<file path="config.mk">
export PLATFORM = sky130hd
export DESIGN_NAME = servo_slew_ramp_pulse_width_unit_flat
export DESIGN_NICKNAME = d
export VERILOG_FILES = /design/src/ssr_pkg.sv /design/src/ssr_if.sv /design/src/ssr_ctrl.sv /design/src/ssr_datapath.sv /design/src/servo_slew_ramp_pulse_width_unit.sv /design/src/flat_wrapper.sv
export SDC_FILE = /design/constraint.sdc
export NUM_CORES = 1
export LEC_CHECK = 0
export BUFFER_PORTS_ARGS = -buffer_cell sky130_fd_sc_hd__buf_4
export CAP_MARGIN = 20
export CORE_MARGIN = 5
export CORE_UTILIZATION = 55
export DETAILED_ROUTE_END_ITERATION = 16
export PLACE_DENSITY = 0.83
export RECOVER_POWER = 50
export SYNTH_ARGS = -nofsm -noshare
export SYNTH_HDL_FRONTEND = slang
export SYNTH_SLANG_ARGS = --single-unit
</file>
<file path="constraint.sdc">
create_clock -name clock -period 7.99 [get_ports clock]
set_input_delay 1.9975 -clock clock [delete_from_list [all_inputs] [get_ports clock]]
set_output_delay 1.9975 -clock clock [all_outputs]
set_load 0.01 [all_outputs]
</file>
<file path="src/ssr_pkg.sv">
// Shared types and constants for the servo slew ramp pulse width unit.
package ssr_pkg;

   localparam int ANGLE_BITS_DEF = 16;
   localparam int PULSE_BITS_DEF = 16;

   localparam int CSR_INDEX_BITS = 2;

   localparam logic [CSR_INDEX_BITS-1:0] CSR_MIN_PULSE     = 2'd0;
   localparam logic [CSR_INDEX_BITS-1:0] CSR_MAX_PULSE     = 2'd1;
   localparam logic [CSR_INDEX_BITS-1:0] CSR_FULL_ANGLE    = 2'd2;
   localparam logic [CSR_INDEX_BITS-1:0] CSR_STEP_PER_TICK = 2'd3;

   localparam int MIN_PULSE_RESET     = 400;
   localparam int MAX_PULSE_RESET     = 1075;
   localparam int FULL_ANGLE_RESET    = 13500;
   localparam int STEP_PER_TICK_RESET = 65535;

   typedef enum logic [1:0] {
      ST_IDLE,
      ST_MUL,
      ST_DIV,
      ST_OUT
   } ssr_state_type;

   typedef struct packed {
      logic load;
      logic mul;
      logic div_step;
      logic out_load;
   } ssr_cmd_type;

   typedef struct packed {
      logic out_free;
   } ssr_status_type;

endpackage

</file>
<file path="src/ssr_if.sv">
// Handshake channel interfaces for the request and response items.
interface ssr_req_if #(
   parameter int ANGLE_BITS = ssr_pkg::ANGLE_BITS_DEF
);
   logic                  valid;
   logic                  ready;
   logic [ANGLE_BITS-1:0] target_angle;

   modport source (output valid, output target_angle, input ready);
   modport sink   (input valid, input target_angle, output ready);
endinterface

interface ssr_rsp_if #(
   parameter int ANGLE_BITS = ssr_pkg::ANGLE_BITS_DEF,
   parameter int PULSE_BITS = ssr_pkg::PULSE_BITS_DEF
);
   logic                  valid;
   logic                  ready;
   logic [PULSE_BITS-1:0] pulse_ticks;
   logic [ANGLE_BITS-1:0] present_angle;
   logic                  at_target;

   modport source (output valid, output pulse_ticks, output present_angle,
                   output at_target, input ready);
   modport sink   (input valid, input pulse_ticks, input present_angle,
                   input at_target, output ready);
endinterface

</file>
<file path="src/ssr_ctrl.sv">
// Controller state machine that sequences slew, multiply, divide and output.
module ssr_ctrl #(
   parameter int ANGLE_BITS = ssr_pkg::ANGLE_BITS_DEF,
   parameter int PULSE_BITS = ssr_pkg::PULSE_BITS_DEF
) (
   input  logic                   clock,
   input  logic                   reset,
   input  logic                   req_valid,
   output logic                   req_ready,
   input  ssr_pkg::ssr_status_type status,
   output ssr_pkg::ssr_cmd_type    cmd
);
   import ssr_pkg::*;

   localparam int DIV_STEPS = ANGLE_BITS + PULSE_BITS;
   localparam int CNT_W     = $clog2(DIV_STEPS);

   ssr_state_type    state_ff, state_in;
   logic [CNT_W-1:0] cnt_ff, cnt_in;
   logic             div_last;

   assign div_last = (cnt_ff == CNT_W'(DIV_STEPS - 1));

   always_comb begin
      state_in = state_ff;
      case (state_ff)
         ST_IDLE: begin
            if (req_valid) begin
               state_in = ST_MUL;
            end
         end
         ST_MUL: begin
            state_in = ST_DIV;
         end
         ST_DIV: begin
            if (div_last) begin
               state_in = ST_OUT;
            end
         end
         ST_OUT: begin
            if (status.out_free) begin
               state_in = ST_IDLE;
            end
         end
         default: begin
            state_in = ST_IDLE;
         end
      endcase
   end

   always_comb begin
      req_ready    = 1'b0;
      cmd          = '0;
      cnt_in       = cnt_ff;
      case (state_ff)
         ST_IDLE: begin
            req_ready = 1'b1;
            cmd.load  = req_valid;
         end
         ST_MUL: begin
            cmd.mul = 1'b1;
            cnt_in  = '0;
         end
         ST_DIV: begin
            cmd.div_step = 1'b1;
            cnt_in       = cnt_ff + CNT_W'(1);
         end
         ST_OUT: begin
            cmd.out_load = status.out_free;
         end
         default: begin
            req_ready = 1'b0;
         end
      endcase
   end

   always_ff @(posedge clock) begin
      if (reset) begin
         state_ff <= ST_IDLE;
         cnt_ff   <= '0;
      end else begin
         state_ff <= state_in;
         cnt_ff   <= cnt_in;
      end
   end

endmodule

</file>
<file path="src/ssr_datapath.sv">
// Datapath: settings, ramp angle, slew step, multiplier, serial divider, output.
module ssr_datapath #(
   parameter int ANGLE_BITS = ssr_pkg::ANGLE_BITS_DEF,
   parameter int PULSE_BITS = ssr_pkg::PULSE_BITS_DEF,
   parameter int CSR_W      = (ANGLE_BITS > PULSE_BITS) ? ANGLE_BITS : PULSE_BITS
) (
   input  logic                                clock,
   input  logic                                reset,
   input  ssr_pkg::ssr_cmd_type                cmd,
   output ssr_pkg::ssr_status_type             status,
   input  logic                                csr_wr_en,
   input  logic [ssr_pkg::CSR_INDEX_BITS-1:0]  csr_index,
   input  logic [CSR_W-1:0]                    csr_data,
   input  logic [ANGLE_BITS-1:0]               target_angle,
   input  logic                                rsp_ready,
   output logic                                rsp_valid,
   output logic [PULSE_BITS-1:0]               pulse_ticks,
   output logic [ANGLE_BITS-1:0]               present_angle,
   output logic                                at_target
);
   import ssr_pkg::*;

   localparam int W = ANGLE_BITS + PULSE_BITS;

   logic [PULSE_BITS-1:0] min_pulse_ff, max_pulse_ff;
   logic [ANGLE_BITS-1:0] full_angle_ff, step_ff;
   logic [ANGLE_BITS-1:0] ramp_ff, ramp_in;
   logic [ANGLE_BITS-1:0] target_ff;
   logic [W-1:0]          quot_ff, quot_in;
   logic [ANGLE_BITS-1:0] rem_ff, rem_in;
   logic                  out_valid_ff;
   logic [PULSE_BITS-1:0] pulse_ff, pulse_in;
   logic [ANGLE_BITS-1:0] angle_ff;
   logic                  at_ff;

   logic [ANGLE_BITS:0]   up_sum;
   logic [ANGLE_BITS-1:0] down_diff;
   logic [PULSE_BITS-1:0] span;
   logic [W-1:0]          product;
   logic [ANGLE_BITS:0]   rem_shift;
   logic                  rem_ge;
   logic                  inverted;

   // Settings registers.
   always_ff @(posedge clock) begin
      if (reset) begin
         min_pulse_ff  <= PULSE_BITS'(MIN_PULSE_RESET);
         max_pulse_ff  <= PULSE_BITS'(MAX_PULSE_RESET);
         full_angle_ff <= ANGLE_BITS'(FULL_ANGLE_RESET);
         step_ff       <= ANGLE_BITS'(STEP_PER_TICK_RESET);
      end else if (csr_wr_en) begin
         case (csr_index)
            CSR_MIN_PULSE:     min_pulse_ff  <= csr_data[PULSE_BITS-1:0];
            CSR_MAX_PULSE:     max_pulse_ff  <= csr_data[PULSE_BITS-1:0];
            CSR_FULL_ANGLE:    full_angle_ff <= csr_data[ANGLE_BITS-1:0];
            CSR_STEP_PER_TICK: step_ff       <= csr_data[ANGLE_BITS-1:0];
            default: begin
            end
         endcase
      end
   end

   // Slew step toward the target, landing exactly on it when the step reaches it.
   always_comb begin
      up_sum    = {1'b0, ramp_ff} + {1'b0, step_ff};
      down_diff = ramp_ff - target_angle;
      if (ramp_ff < target_angle) begin
         ramp_in = (up_sum > {1'b0, target_angle}) ? target_angle
                                                   : up_sum[ANGLE_BITS-1:0];
      end else if (ramp_ff > target_angle) begin
         ramp_in = (step_ff >= down_diff) ? target_angle : (ramp_ff - step_ff);
      end else begin
         ramp_in = ramp_ff;
      end
   end

   always_ff @(posedge clock) begin
      if (reset) begin
         ramp_ff <= '0;
      end else if (cmd.load) begin
         ramp_ff <= ramp_in;
      end
   end

   always_ff @(posedge clock) begin
      if (cmd.load) begin
         target_ff <= target_angle;
      end
   end

   // Product of span and angle, then one quotient bit per cycle.
   assign inverted  = (max_pulse_ff < min_pulse_ff);
   assign span      = max_pulse_ff - min_pulse_ff;
   assign product   = {{ANGLE_BITS{1'b0}}, span} * {{PULSE_BITS{1'b0}}, ramp_ff};
   assign rem_shift = {rem_ff, quot_ff[W-1]};
   assign rem_ge    = (rem_shift >= {1'b0, full_angle_ff});

   always_comb begin
      quot_in = quot_ff;
      rem_in  = rem_ff;
      if (cmd.mul) begin
         quot_in = product;
         rem_in  = '0;
      end else if (cmd.div_step) begin
         quot_in = {quot_ff[W-2:0], rem_ge};
         rem_in  = rem_ge ? ANGLE_BITS'(rem_shift - {1'b0, full_angle_ff})
                          : rem_shift[ANGLE_BITS-1:0];
      end
   end

   always_ff @(posedge clock) begin
      quot_ff <= quot_in;
      rem_ff  <= rem_in;
   end

   // Pulse selection with clamping to the configured range.
   always_comb begin
      if (inverted) begin
         pulse_in = min_pulse_ff;
      end else if (full_angle_ff == '0) begin
         pulse_in = (ramp_ff != '0) ? max_pulse_ff : min_pulse_ff;
      end else if (quot_ff > {{ANGLE_BITS{1'b0}}, span}) begin
         pulse_in = max_pulse_ff;
      end else begin
         pulse_in = min_pulse_ff + quot_ff[PULSE_BITS-1:0];
      end
   end

   // Output register.
   always_ff @(posedge clock) begin
      if (reset) begin
         out_valid_ff <= 1'b0;
      end else if (cmd.out_load) begin
         out_valid_ff <= 1'b1;
      end else if (rsp_ready) begin
         out_valid_ff <= 1'b0;
      end
   end

   always_ff @(posedge clock) begin
      if (cmd.out_load) begin
         pulse_ff <= pulse_in;
         angle_ff <= ramp_ff;
         at_ff    <= (ramp_ff == target_ff);
      end
   end

   assign status.out_free = !out_valid_ff || rsp_ready;
   assign rsp_valid       = out_valid_ff;
   assign pulse_ticks     = pulse_ff;
   assign present_angle   = angle_ff;
   assign at_target       = at_ff;

endmodule

</file>
<file path="src/servo_slew_ramp_pulse_width_unit.sv">
// Top level of the slew-rate-limited servo pulse width unit.
//
// Usage: each item on the req channel is one servo update tick that carries the
// commanded angle in hundredths of a degree. The ramped angle moves toward it by
// at most step_per_tick, then is mapped linearly from min_pulse at zero angle to
// max_pulse at full_angle, clamped to that range. Each request item yields exactly
// one rsp item with the pulse width in timer ticks, the ramped angle and a flag
// that is set when the ramped angle equals the target.
// Sequence: the slew step is taken at acceptance, the product span * angle is
// then registered, and a restoring divider produces ANGLE_BITS + PULSE_BITS
// quotient bits, one per cycle. The result is then loaded into the output
// register, and the block is ready for the next item in the cycle after that.
// A finished result waits in the output register while the next item is worked
// on; if the receiver still stalls when that item is done, the block holds it.
// Reset (synchronous, active high) sets the ramped angle to zero and the settings
// to their defaults. The user must write settings through csr_* only while idle;
// the block itself does not enforce this.
module servo_slew_ramp_pulse_width_unit #(
   parameter int ANGLE_BITS = ssr_pkg::ANGLE_BITS_DEF,
   parameter int PULSE_BITS = ssr_pkg::PULSE_BITS_DEF,
   parameter int CSR_W      = (ANGLE_BITS > PULSE_BITS) ? ANGLE_BITS : PULSE_BITS
) (
   input  logic                               clock,
   input  logic                               reset,
   ssr_req_if.sink                            req,
   ssr_rsp_if.source                          rsp,
   input  logic                               csr_wr_en,
   input  logic [ssr_pkg::CSR_INDEX_BITS-1:0] csr_index,
   input  logic [CSR_W-1:0]                   csr_data
);
   import ssr_pkg::*;

   ssr_cmd_type    cmd;
   ssr_status_type status;

   // The controller owns sequencing, its state and step counter; the datapath owns every other stored value.
   ssr_ctrl #(
      .ANGLE_BITS (ANGLE_BITS),
      .PULSE_BITS (PULSE_BITS)
   ) u_ctrl (
      .clock     (clock),
      .reset     (reset),
      .req_valid (req.valid),
      .req_ready (req.ready),
      .status    (status),
      .cmd       (cmd)
   );

   ssr_datapath #(
      .ANGLE_BITS (ANGLE_BITS),
      .PULSE_BITS (PULSE_BITS),
      .CSR_W      (CSR_W)
   ) u_datapath (
      .clock         (clock),
      .reset         (reset),
      .cmd           (cmd),
      .status        (status),
      .csr_wr_en     (csr_wr_en),
      .csr_index     (csr_index),
      .csr_data      (csr_data),
      .target_angle  (req.target_angle),
      .rsp_ready     (rsp.ready),
      .rsp_valid     (rsp.valid),
      .pulse_ticks   (rsp.pulse_ticks),
      .present_angle (rsp.present_angle),
      .at_target     (rsp.at_target)
   );

`ifndef SYNTHESIS
   // Only one item is in the datapath at a time.
   a_one_in_flight: assert property (@(posedge clock) disable iff (reset)
      (req.valid && req.ready) |=> !req.ready)
      else $error("request accepted while an item is still in flight");

   // A loaded result is presented on the next cycle.
   a_out_load_shows: assert property (@(posedge clock) disable iff (reset)
      cmd.out_load |=> rsp.valid)
      else $error("loaded result not presented");

   // Divider steps, multiply and output loads never run while the block is ready for a new item.
   a_no_div_idle: assert property (@(posedge clock) disable iff (reset)
      req.ready |-> !cmd.div_step && !cmd.mul && !cmd.out_load)
      else $error("datapath command issued while idle");

   // The ramp state only changes on an accepted request.
   a_load_on_accept: assert property (@(posedge clock) disable iff (reset)
      cmd.load |-> (req.valid && req.ready))
      else $error("ramp update without an accepted request");
`endif

endmodule
</file>
<file path="src/flat_wrapper.sv">
// flat-port wrapper written by rule: the top's interface ports become plain ports
module servo_slew_ramp_pulse_width_unit_flat import ssr_pkg::*;
#(
   parameter int ANGLE_BITS = ssr_pkg::ANGLE_BITS_DEF,
   parameter int PULSE_BITS = ssr_pkg::PULSE_BITS_DEF,
   parameter int CSR_W      = (ANGLE_BITS > PULSE_BITS) ? ANGLE_BITS : PULSE_BITS
)
  (clock, reset, csr_wr_en, csr_index, csr_data, req_valid, req_target_angle, req_ready, rsp_valid, rsp_pulse_ticks, rsp_present_angle, rsp_at_target, rsp_ready);
  ssr_req_if #(.ANGLE_BITS(ANGLE_BITS)) req_i ();
  ssr_rsp_if #(.ANGLE_BITS(ANGLE_BITS), .PULSE_BITS(PULSE_BITS)) rsp_i ();
  input  logic clock;
  input  logic reset;
  input  logic csr_wr_en;
  input  logic [ssr_pkg::CSR_INDEX_BITS-1:0] csr_index;
  input  logic [CSR_W-1:0] csr_data;
  input wire logic [$bits(req_i.valid)-1:0] req_valid;
  input wire logic [$bits(req_i.target_angle)-1:0] req_target_angle;
  output wire logic [$bits(req_i.ready)-1:0] req_ready;
  output wire logic [$bits(rsp_i.valid)-1:0] rsp_valid;
  output wire logic [$bits(rsp_i.pulse_ticks)-1:0] rsp_pulse_ticks;
  output wire logic [$bits(rsp_i.present_angle)-1:0] rsp_present_angle;
  output wire logic [$bits(rsp_i.at_target)-1:0] rsp_at_target;
  input wire logic [$bits(rsp_i.ready)-1:0] rsp_ready;
  assign req_i.valid = req_valid;
  assign req_i.target_angle = req_target_angle;
  assign req_ready = req_i.ready;
  assign rsp_valid = rsp_i.valid;
  assign rsp_pulse_ticks = rsp_i.pulse_ticks;
  assign rsp_present_angle = rsp_i.present_angle;
  assign rsp_at_target = rsp_i.at_target;
  assign rsp_i.ready = rsp_ready;
  servo_slew_ramp_pulse_width_unit #(.ANGLE_BITS(ANGLE_BITS), .PULSE_BITS(PULSE_BITS), .CSR_W(CSR_W)) u_core (.clock(clock), .reset(reset), .req(req_i), .rsp(rsp_i), .csr_wr_en(csr_wr_en), .csr_index(csr_index), .csr_data(csr_data));
endmodule
</file>
==> results of run 1 <==
[area by class of cell]
type / instances / area, µm² / share of cell area (%)
multi-input combinational: 1827 / 15700 / 65.1
sequential: 185 / 4520 / 18.7
inverter: 356 / 1340 / 5.52
timing repair buffer: 163 / 1320 / 5.44
tap: 518 / 648 / 2.68
clock buffer: 17 / 425 / 1.76
clock inverter: 15 / 214 / 0.884
[critical path, delay by kind of cell (launching register included)]
kind                       cells  cell delay, ps
and+or+nand+nor                3             510
xor gates and xnor gates       2             290
AOI/OAI and AO/OA              9            1530
muxes                          1             260
buffers and inverters          9             760
adders and majority gates      9            3880
DFF                            1             330
[placed cells by master (no fill, tap or decap), types with 40 or more instances in the layout]
cell / n
sky130_fd_sc_hd__a21o_1: 40
sky130_fd_sc_hd__a21oi_1: 123
sky130_fd_sc_hd__and2_1: 98
sky130_fd_sc_hd__buf_4: 146
sky130_fd_sc_hd__dfxtp_1: 100
sky130_fd_sc_hd__edfxtp_1: 81
sky130_fd_sc_hd__fa_1: 195
sky130_fd_sc_hd__ha_1: 238
sky130_fd_sc_hd__inv_1: 347
sky130_fd_sc_hd__nand2_1: 284
sky130_fd_sc_hd__nor2_1: 165
sky130_fd_sc_hd__o21ai_0: 65
sky130_fd_sc_hd__xnor2_1: 74
[repair_timing]
item,in CTS,in global routing
setup buffers,2,10
pin swaps,11,60
endpoints found under the setup margin,14,17
resized for setup,17,69
gates cloned,0,1
[per-stage QoR]
stage	instances	utilization, %	setup TNS, ps
floorplan	2468	-	0
global placement	3032	59.4	0
detailed placement	3032	59.4	-2090
CTS	3066	61.3	0
global route	3081	62.5	-422
finish	3081	62.5	0
[logic make-up after synthesis]
logic type / after synthesis / share of synthesized area, %
xor+xnor: 110 / 4.46
compound gates: 480 / 15.1
flops: 185 / 20.9
buf+inv: 456 / 8.08
mux: 34 / 1.71
fa+ha+maj: 452 / 33.1
simple gates: 751 / 16.6
[flip-flops by register name (all words and copies together), names as in the netlist]
| name | cells |
|---|---|
| u_core.u_datapath.quot_ff | 32 |
| u_core.u_ctrl.cnt_ff | 5 |
| u_core.u_datapath.rsp_valid | 1 |
| u_core.u_ctrl.state_ff | 2 |
| u_core.u_datapath.step_ff | 16 |
| u_core.u_datapath.rem_ff | 16 |
| u_core.u_datapath.ramp_ff | 16 |
| u_core.u_datapath.at_target | 1 |
| u_core.u_datapath.pulse_ticks | 16 |
| u_core.u_datapath.present_angle | 16 |
| u_core.u_datapath.target_ff | 16 |
| u_core.u_datapath.min_pulse_ff | 16 |
| u_core.u_datapath.max_pulse_ff | 16 |
| u_core.u_datapath.full_angle_ff | 16 |
[per-layer routing]
layer	part of all wire, %	vias up
met1	40	8966
met5	0	-
li1	-	8431
met3	10	267
met4	5.8	0
met2	45	1042
[worst max-delay path by stage]
stage                                          to  slack [ps]  cells after the start
global route        u_core.u_datapath.quot_ff[31]        -100                     34
floorplan           u_core.u_datapath.quot_ff[29]         140                     31
global placement    u_core.u_datapath.quot_ff[31]           2                     33
finish              u_core.u_datapath.quot_ff[29]         180                     33
CTS                 u_core.u_datapath.quot_ff[31]           8                     32
detailed placement  u_core.u_datapath.quot_ff[30]        -270                     34
==> impl_metrics.json, run 1 <==
{
  "synthToLayoutAreaGrowth_pct": 12.1,
  "dieWidth_um": 208,
  "drtAntennaViolNets": 0,
  "r2r_setup_slack_ps": 180,
  "vias_per_cell": 6.07,
  "ys_dominant_reg_cell": "sky130_fd_sc_hd__dfxtp_1",
  "final_critical_path_setup_slack_ps": 180,
  "relSlewSlack_pct": 3.51,
  "cts_made_buffers": 17,
  "global_route.overflow_total": 0,
  "yosys.cell_types.count": 92,
  "cp_slowest_stage_delay_ps": 540,
  "worst_setup_path_startpoint": "u_core.u_datapath.max_pulse_ff[0]",
  "critical-path-top-cell-by-count": "sky130_fd_sc_hd__fa_1",
  "drt_first_iter_violations": 1996,
  "synthMostInstantiatedCell": "sky130_fd_sc_hd__inv_1",
  "cap_viol_max_count": 0,
  "final_design_area_no_fill_um2": 24200,
  "holdBufCountCts": 0,
  "synth_seq_area_share_pct": 20.9,
  "maximum_buffer_depth_of_the_clock_tree": 2,
  "clock-skew-final_ps": 20.8,
  "setup_repair_after_global_routing_missed_its_margin": "true",
  "firstDrtPassIters": 7,
  "worst-slew-pin-transition_ps": 1450,
  "report.final.slew_viol_count": 0,
  "dpl_cell_area_um2": 23000,
  "setup-violations-final": 0,
  "grt_most_used_layer": "met2",
  "cts_tree": "built",
  "global_route.usage.met3_pct": 5.89,
  "initial_core_util_pct": 55.7,
  "detailedPlacementHpwl_mm": 51.4,
  "clkSlewWorstSetupHoldPaths_ps": 80,
  "antennaDiodeCount": 0,
  "cts_sinks": 185,
  "worst_hold_path.num_cells": 2,
  "total_wire_length_mm": 66.5,
  "cts_root_buffer": "sky130_fd_sc_hd__clkbuf_16",
  "grt_first_pass_wirelength_mm": 104,
  "num-nets-final": 3041,
  "synth_top_area_share_pct": 18.5,
  "hp-class": "flip-flop to flip-flop",
  "worstSetupStartpointType": "flip-flop",
  "num_vias": 18706,
  "gp_congestion": 0.999,
  "met2_usage_pct": 47.1,
  "drc": 0,
  "grt_max_degree": 66,
  "hold-worst-slack_ps": 472,
  "run_status": "finished, final reports clean",
  "min_delay_worst_endpoint": "u_core.u_datapath.rem_ff[15]",
  "min_tclk_post_route_ps": 7810,
  "core_area_um2": 38700,
  "fp-row-count": 72,
  "globalRouteMet1Util_pct": 40.0,
  "worstSetupEndpointType": "flip-flop",
  "synthesis.area_per_instance_um2": 8.75,
  "timing.reg2reg.worst_path_depth": 33,
  "final_layout_size_suffix_gt1_share_pct": 12.4,
  "preCtsSetupSlack_ps": -266,
  "die_h_um": 208,
  "netlist.top_cell.by_area": "sky130_fd_sc_hd__fa_1",
  "r2r-start": "u_core.u_datapath.max_pulse_ff[0]",
  "grt_util_all_layers_pct": 30.0,
  "antenna_found_initial": 0,
  "crit_path_max_fanout": 5,
  "synth_common_cells": "sky130_fd_sc_hd__inv_1, sky130_fd_sc_hd__nand2_1, sky130_fd_sc_hd__ha_1",
  "synth.ff_latch_count": 185,
  "grt_pass1_vias": 19132,
  "port_buffers": 73,
  "synthesis.area_um2": 21600,
  "synth.area.top_cells": "sky130_fd_sc_hd__fa_1, sky130_fd_sc_hd__ha_1, sky130_fd_sc_hd__edfxtp_1",
  "final.period_utilization_pct": 97.7,
  "worst_r2r_endpoint": "u_core.u_datapath.quot_ff[29]",
  "cts_max_level": 4,
  "report.final.hold_viol_count": 0,
  "num-fill-cells": 3210,
  "critPathArrivalTime_ps": 8040,
  "routed_wire_length_per_instance_um": 21.6,
  "num_io_pins": 74,
  "critical_path.slowest_cell": "sky130_fd_sc_hd__fa_1",
  "crit_type": "flip-flop to flip-flop",
  "clock_latency_at_the_later_pin_of_the_worst_skew_pair_ps": 480,
  "max_freq_mhz": 128,
  "netlist_instances": 2468,
  "ys_async_sr_fraction_pct": 0,
  "hold_path.startpoint": "u_core.u_datapath.rem_ff[15]",
  "synth-edff-count": 81,
  "die_area_um2": 43300,
  "synthesis.nets": 2959,
  "ys.warnings.count": 0,
  "required_time_of_the_critical_path_ps": 8220
}
Power of run 1 is not shown: default switching activity piles up to over one toggle a cycle in this logic, so the estimate is an artifact.
==> inputs of run 2 (changes only) <==
--- a/config.mk
+++ b/config.mk
@@ -10,7 +10,7 @@
 export CORE_MARGIN = 5
 export CORE_UTILIZATION = 55
 export DETAILED_ROUTE_END_ITERATION = 16
-export PLACE_DENSITY = 0.83
+export PLACE_DENSITY_LB_ADDON = 0.08
 export RECOVER_POWER = 50
 export SYNTH_ARGS = -nofsm -noshare
 export SYNTH_HDL_FRONTEND = slang
==> run 2 against run 1 <==
The run now ends with capacitance limit, slew limit left. Sequential share of layout area is 0.095 points lower. First-iteration DRC count is 41% lower. Critical path depth is 2 lower. Setup slack worse by 9.9 ps. Clock skew is 2.6 ps lower. Hold slack better by 6.2 ps. Via count is 2.0% lower. Wire length is 0.53% higher. Flip-flop and latch count stayed put. Global-route usage is 0.54 points higher.
==> impl_metrics.json, run 2 (same netlist as run 1, synthesis figures left out) <==
{
  "relSlewSlack_pct": -118,
  "cts_max_level": 4,
  "core_area_um2": 38700,
  "routed_wire_length_per_instance_um": 21.5,
  "hold_path.startpoint": "u_core.u_datapath.rem_ff[15]",
  "drtAntennaViolNets": 0,
  "dieWidth_um": 208,
  "clkSlewWorstSetupHoldPaths_ps": 80,
  "final_layout_size_suffix_gt1_share_pct": 12.9,
  "min_delay_worst_endpoint": "u_core.u_datapath.rem_ff[15]",
  "cts_made_buffers": 17,
  "clock_latency_at_the_later_pin_of_the_worst_skew_pair_ps": 480,
  "top_register": "u_core.u_datapath.quot_ff",
  "num-nets-final": 3075,
  "timing.critical_path.max_delay_family": "adder cells",
  "hp-class": "flip-flop to flip-flop",
  "gp_congestion": 0.972,
  "setup-violations-final": 0,
  "die_h_um": 208,
  "worst-slew-pin-transition_ps": 3270,
  "total_wire_length_mm": 66.9,
  "holdBufCountCts": 0,
  "worstSetupEndpointType": "flip-flop",
  "grt_first_pass_wirelength_mm": 104,
  "port_buffers": 73,
  "cts_tree": "built",
  "report.final.hold_viol_count": 0,
  "mostFrequentLayoutCell": "sky130_fd_sc_hd__inv_1",
  "cts_sinks": 185,
  "min_tclk_post_route_ps": 7820,
  "antennaDiodeCount": 0,
  "grt_pass1_vias": 18738,
  "grt_util_all_layers_pct": 30.6,
  "critPathArrivalTime_ps": 8010,
  "firstDrtPassIters": 5,
  "final.setup.tns_ps": 0,
  "crit_path_max_fanout": 4,
  "grt_max_degree": 66,
  "violations": "capacitance limit, slew limit",
  "maximum_buffer_depth_of_the_clock_tree": 2,
  "worstSetupStartpointType": "flip-flop",
  "die_area_um2": 43300,
  "global_route.overflow_total": 0,
  "cts_root_buffer": "sky130_fd_sc_hd__clkbuf_16",
  "hold-worst-slack_ps": 478,
  "max_freq_mhz": 128,
  "num_io_pins": 74,
  "r2r_setup_slack_ps": 170,
  "report.final.slew_viol_count": 126,
  "vias_per_cell": 5.89,
  "critical_path.slowest_cell": "sky130_fd_sc_hd__fa_1",
  "worst_hold_path.num_cells": 2,
  "crit_type": "flip-flop to flip-flop",
  "cp_slowest_stage_delay_ps": 570,
  "run_status": "finished with violations",
  "worst_r2r_endpoint": "u_core.u_datapath.quot_ff[31]",
  "r2r-start": "u_core.u_datapath.min_pulse_ff[7]",
  "required_time_of_the_critical_path_ps": 8180,
  "drc": 0,
  "bufs_and_invs_on_worst_path": 7,
  "timing.reg2reg.worst_path_depth": 31,
  "fp-row-count": 72,
  "largest_reg_flops": 32,
  "drt_first_iter_violations": 1172,
  "num-fill-cells": 3372,
  "num_vias": 18340,
  "clock-skew-final_ps": 18.2,
  "cap_viol_max_count": 3,
  "mostFrequentLayoutCells": "sky130_fd_sc_hd__inv_1, sky130_fd_sc_hd__nand2_1, sky130_fd_sc_hd__ha_1",
  "detailedPlacementHpwl_mm": 53.1,
  "final.period_utilization_pct": 97.9,
  "synthToLayoutAreaGrowth_pct": 12.7,
  "antenna_found_initial": 3,
  "initial_core_util_pct": 55.7
}
## run 2: per-layer routing
metal,routed length [µm],global-route usage (%),share of wire [%],vias up
met5,27,0,0.040,-
met4,3010,11.9,4.5,4
met3,3780,4.38,5.6,186
met2,32800,53.6,49,622
met1,27300,38.3,41,9014
li1,-,-,-,8514
## run 2: area by class of cell
type	count	area [µm²]	share of cell area [%]
multi-input combinational	1827	15800	64.9
tap	518	648	2.66
timing repair buffer	197	1450	5.96
inverter	356	1340	5.49
clock buffer	17	425	1.75
clock inverter	15	171	0.705
sequential	185	4520	18.6
## run 2: stage by stage
step	cells	instance area, µm²	utilization [%]	setup slack (ps)
5_1_grt	3115	24300	62.8	-113
3_5_place_dp	3063	23200	60.0	-232
3_3_place_gp	3063	23200	60.0	-140
4_1_cts	3095	23900	61.7	5.40
6_report	3115	24300	62.8	170
2_1_floorplan	2468	21600	-	135
## run 2: how the worst max path moves through the flow
stage	endpoint	start	depth (start not counted)	slack [ps]
4_1_cts	u_core.u_datapath.quot_ff[31]	u_core.u_datapath.max_pulse_ff[0]	34	5
6_report	u_core.u_datapath.quot_ff[31]	u_core.u_datapath.min_pulse_ff[7]	31	170
2_1_floorplan	u_core.u_datapath.quot_ff[29]	u_core.u_datapath.min_pulse_ff[0]	31	140
5_1_grt	u_core.u_datapath.quot_ff[31]	u_core.u_datapath.min_pulse_ff[8]	32	-110
3_5_place_dp	u_core.u_datapath.quot_ff[20]	u_core.u_datapath.max_pulse_ff[0]	35	-230
3_3_place_gp	u_core.u_datapath.quot_ff[20]	u_core.u_datapath.max_pulse_ff[0]	35	-140
## run 2: worst min-delay path, delay by kind of cell, from the launching register on
family / cells / cell delay, ps
compound gates: 1 / 50
flops: 1 / 320
simple gates: 1 / 60
## run 2: what timing repair did
action	CTS	global route
gates cloned	0	1
endpoints found under the setup margin	13	18
buffers inserted	0	18
resized for setup	13	87
pin swaps	6	69
Power of run 2 is left out for the same reason.
==> inputs of run 3 (changes only) <==
--- a/config.mk
+++ b/config.mk
@@ -7,8 +7,8 @@
 export LEC_CHECK = 0
 export BUFFER_PORTS_ARGS = -buffer_cell sky130_fd_sc_hd__buf_4
 export CAP_MARGIN = 20
-export CORE_MARGIN = 5
 export CORE_UTILIZATION = 55
+export CTS_CLUSTER_DIAMETER = 40
 export DETAILED_ROUTE_END_ITERATION = 16
 export PLACE_DENSITY_LB_ADDON = 0.08
 export RECOVER_POWER = 50
==> run 3 against run 2 <==
The run still ends with capacitance limit, slew limit left. Register-to-register slack better by 50 ps. Hold slack worse by 22 ps. Critical path type unchanged. Final area shrank 0.63%. Clock-buffer cell count increased by 2. Non-clock buffer count fell by 10. Utilization fell by 0.25 points.
==> impl_metrics.json, run 3 (same netlist as run 1, synthesis figures left out) <==
{
  "fp-row-count": 72,
  "die_area_um2": 40100,
  "mostFrequentLayoutCells": "sky130_fd_sc_hd__inv_1, sky130_fd_sc_hd__nand2_1, sky130_fd_sc_hd__ha_1",
  "report.final.hold_viol_count": 0,
  "min_tclk_post_route_ps": 7770,
  "dieWidth_um": 200,
  "grt_pass1_vias": 18553,
  "regArea_um2": 4520,
  "num-fill-cells": 3382,
  "detailedPlacementHpwl_mm": 50.7,
  "num_vias": 18059,
  "violations": "capacitance limit, slew limit",
  "hp-class": "flip-flop to flip-flop",
  "relSlewSlack_pct": -109,
  "global_route.overflow_total": 0,
  "grt_util_all_layers_pct": 32.7,
  "cts_tree": "built",
  "report.final.slew_viol_count": 162,
  "worstSetupStartpointType": "flip-flop",
  "cap_viol_max_count": 4,
  "final_layout_size_suffix_gt1_share_pct": 11.8,
  "cts_made_buffers": 17,
  "antenna_found_initial": 0,
  "cts_max_level": 4,
  "grt_max_degree": 66,
  "initial_core_util_pct": 55.9,
  "gp_congestion": 0.913,
  "maximum_buffer_depth_of_the_clock_tree": 2,
  "holdBufCountCts": 0,
  "core_area_um2": 38600,
  "crit_path_max_fanout": 7,
  "worst-slew-pin-transition_ps": 3130,
  "num_io_pins": 74,
  "synthToLayoutAreaGrowth_pct": 11.9,
  "critical-path-top-cell-by-count": "sky130_fd_sc_hd__fa_1",
  "grt_first_pass_wirelength_mm": 101,
  "cp_slowest_stage_delay_ps": 530,
  "firstDrtPassIters": 5,
  "multi_input_area_um2": 15700,
  "clock-skew-final_ps": 22.3,
  "critPathArrivalTime_ps": 8000,
  "max_freq_mhz": 129,
  "num-nets-final": 3065,
  "total_wire_length_mm": 64.3,
  "routed_wire_length_per_instance_um": 20.7,
  "post-place-cells": 3059,
  "final_core_util_pct": 62.5,
  "largest_reg_flops": 32,
  "cts_sinks": 185,
  "required_time_of_the_critical_path_ps": 8220,
  "setup-violations-final": 0,
  "worstSetupEndpointType": "flip-flop",
  "critical_path.slowest_cell": "sky130_fd_sc_hd__fa_1",
  "final.period_utilization_pct": 97.2,
  "mostFrequentLayoutCell": "sky130_fd_sc_hd__inv_1",
  "crit_type": "flip-flop to flip-flop",
  "top_register": "u_core.u_datapath.quot_ff",
  "drt_first_iter_violations": 1156,
  "layoutNonFillerInstCount": 3107,
  "vias_per_cell": 5.81,
  "die_h_um": 200,
  "clkSlewWorstSetupHoldPaths_ps": 80,
  "port_buffers": 73,
  "drtAntennaViolNets": 0,
  "cts_root_buffer": "sky130_fd_sc_hd__clkbuf_16",
  "drc": 0,
  "clock_latency_at_the_later_pin_of_the_worst_skew_pair_ps": 470,
  "run_status": "finished with violations"
}
-- run 3: path summary, 6_finish.rpt --
path | start | to | slack (ps) | cells after the start
max | u_core.u_datapath.min_pulse_ff[1] | u_core.u_datapath.quot_ff[29] | 220 | 33
min | u_core.u_datapath.rem_ff[15] | u_core.u_datapath.rem_ff[15] | 460 | 2
max reg2reg | u_core.u_datapath.min_pulse_ff[1] | u_core.u_datapath.quot_ff[29] | 220 | 33
min reg2reg | u_core.u_datapath.rem_ff[15] | u_core.u_datapath.rem_ff[15] | 460 | 2
-- run 3: cell type report --
type                       count  share of cell area, %
tap                          518                   2.68
multi-input combinational   1827                   64.9
clock buffer                  19                   1.88
clock inverter                13                  0.606
antenna                        2                 0.0207
sequential                   185                   18.7
inverter                     356                   5.53
timing repair buffer         187                   5.70
-- run 3: critical path: cells and delay by family (launching register included) --
family | cells | cell delay, ps
simple gates | 6 | 960
compound gates | 8 | 1600
fa+ha+maj | 8 | 3490
mux | 1 | 260
xor+xnor | 2 | 210
flops | 1 | 350
buf+inv | 8 | 670
-- run 3: stage by stage --
step / setup WS, ps / area, µm² / hold WS [ps] / TNS (ps)
floorplan: 135 / 21600 / 432 / 0
global placement: -105 / 23200 / 448 / -278
detailed placement: -256 / 23200 / 446 / -1080
CTS: -23.3 / 23900 / 459 / -23.3
global route: -116 / 24200 / 490 / -275
finish: 223 / 24200 / 457 / 0
-- run 3: timing repair --
item	in CTS	in global routing
endpoints found under the setup margin	12	17
cloned	0	0
resized for setup	13	62
buffers inserted	3	8
pin swaps	5	56
-- run 3: metal layers --
metal  track usage, %  routed length [µm]  vias up
met5                0                   0        -
met1             41.0               26600     8828
met3             3.84                3620      131
li1                 -                   -     8489
met2             57.4               31700      611
met4             12.6                2390        0
Power of run 3 is left out for the same reason.
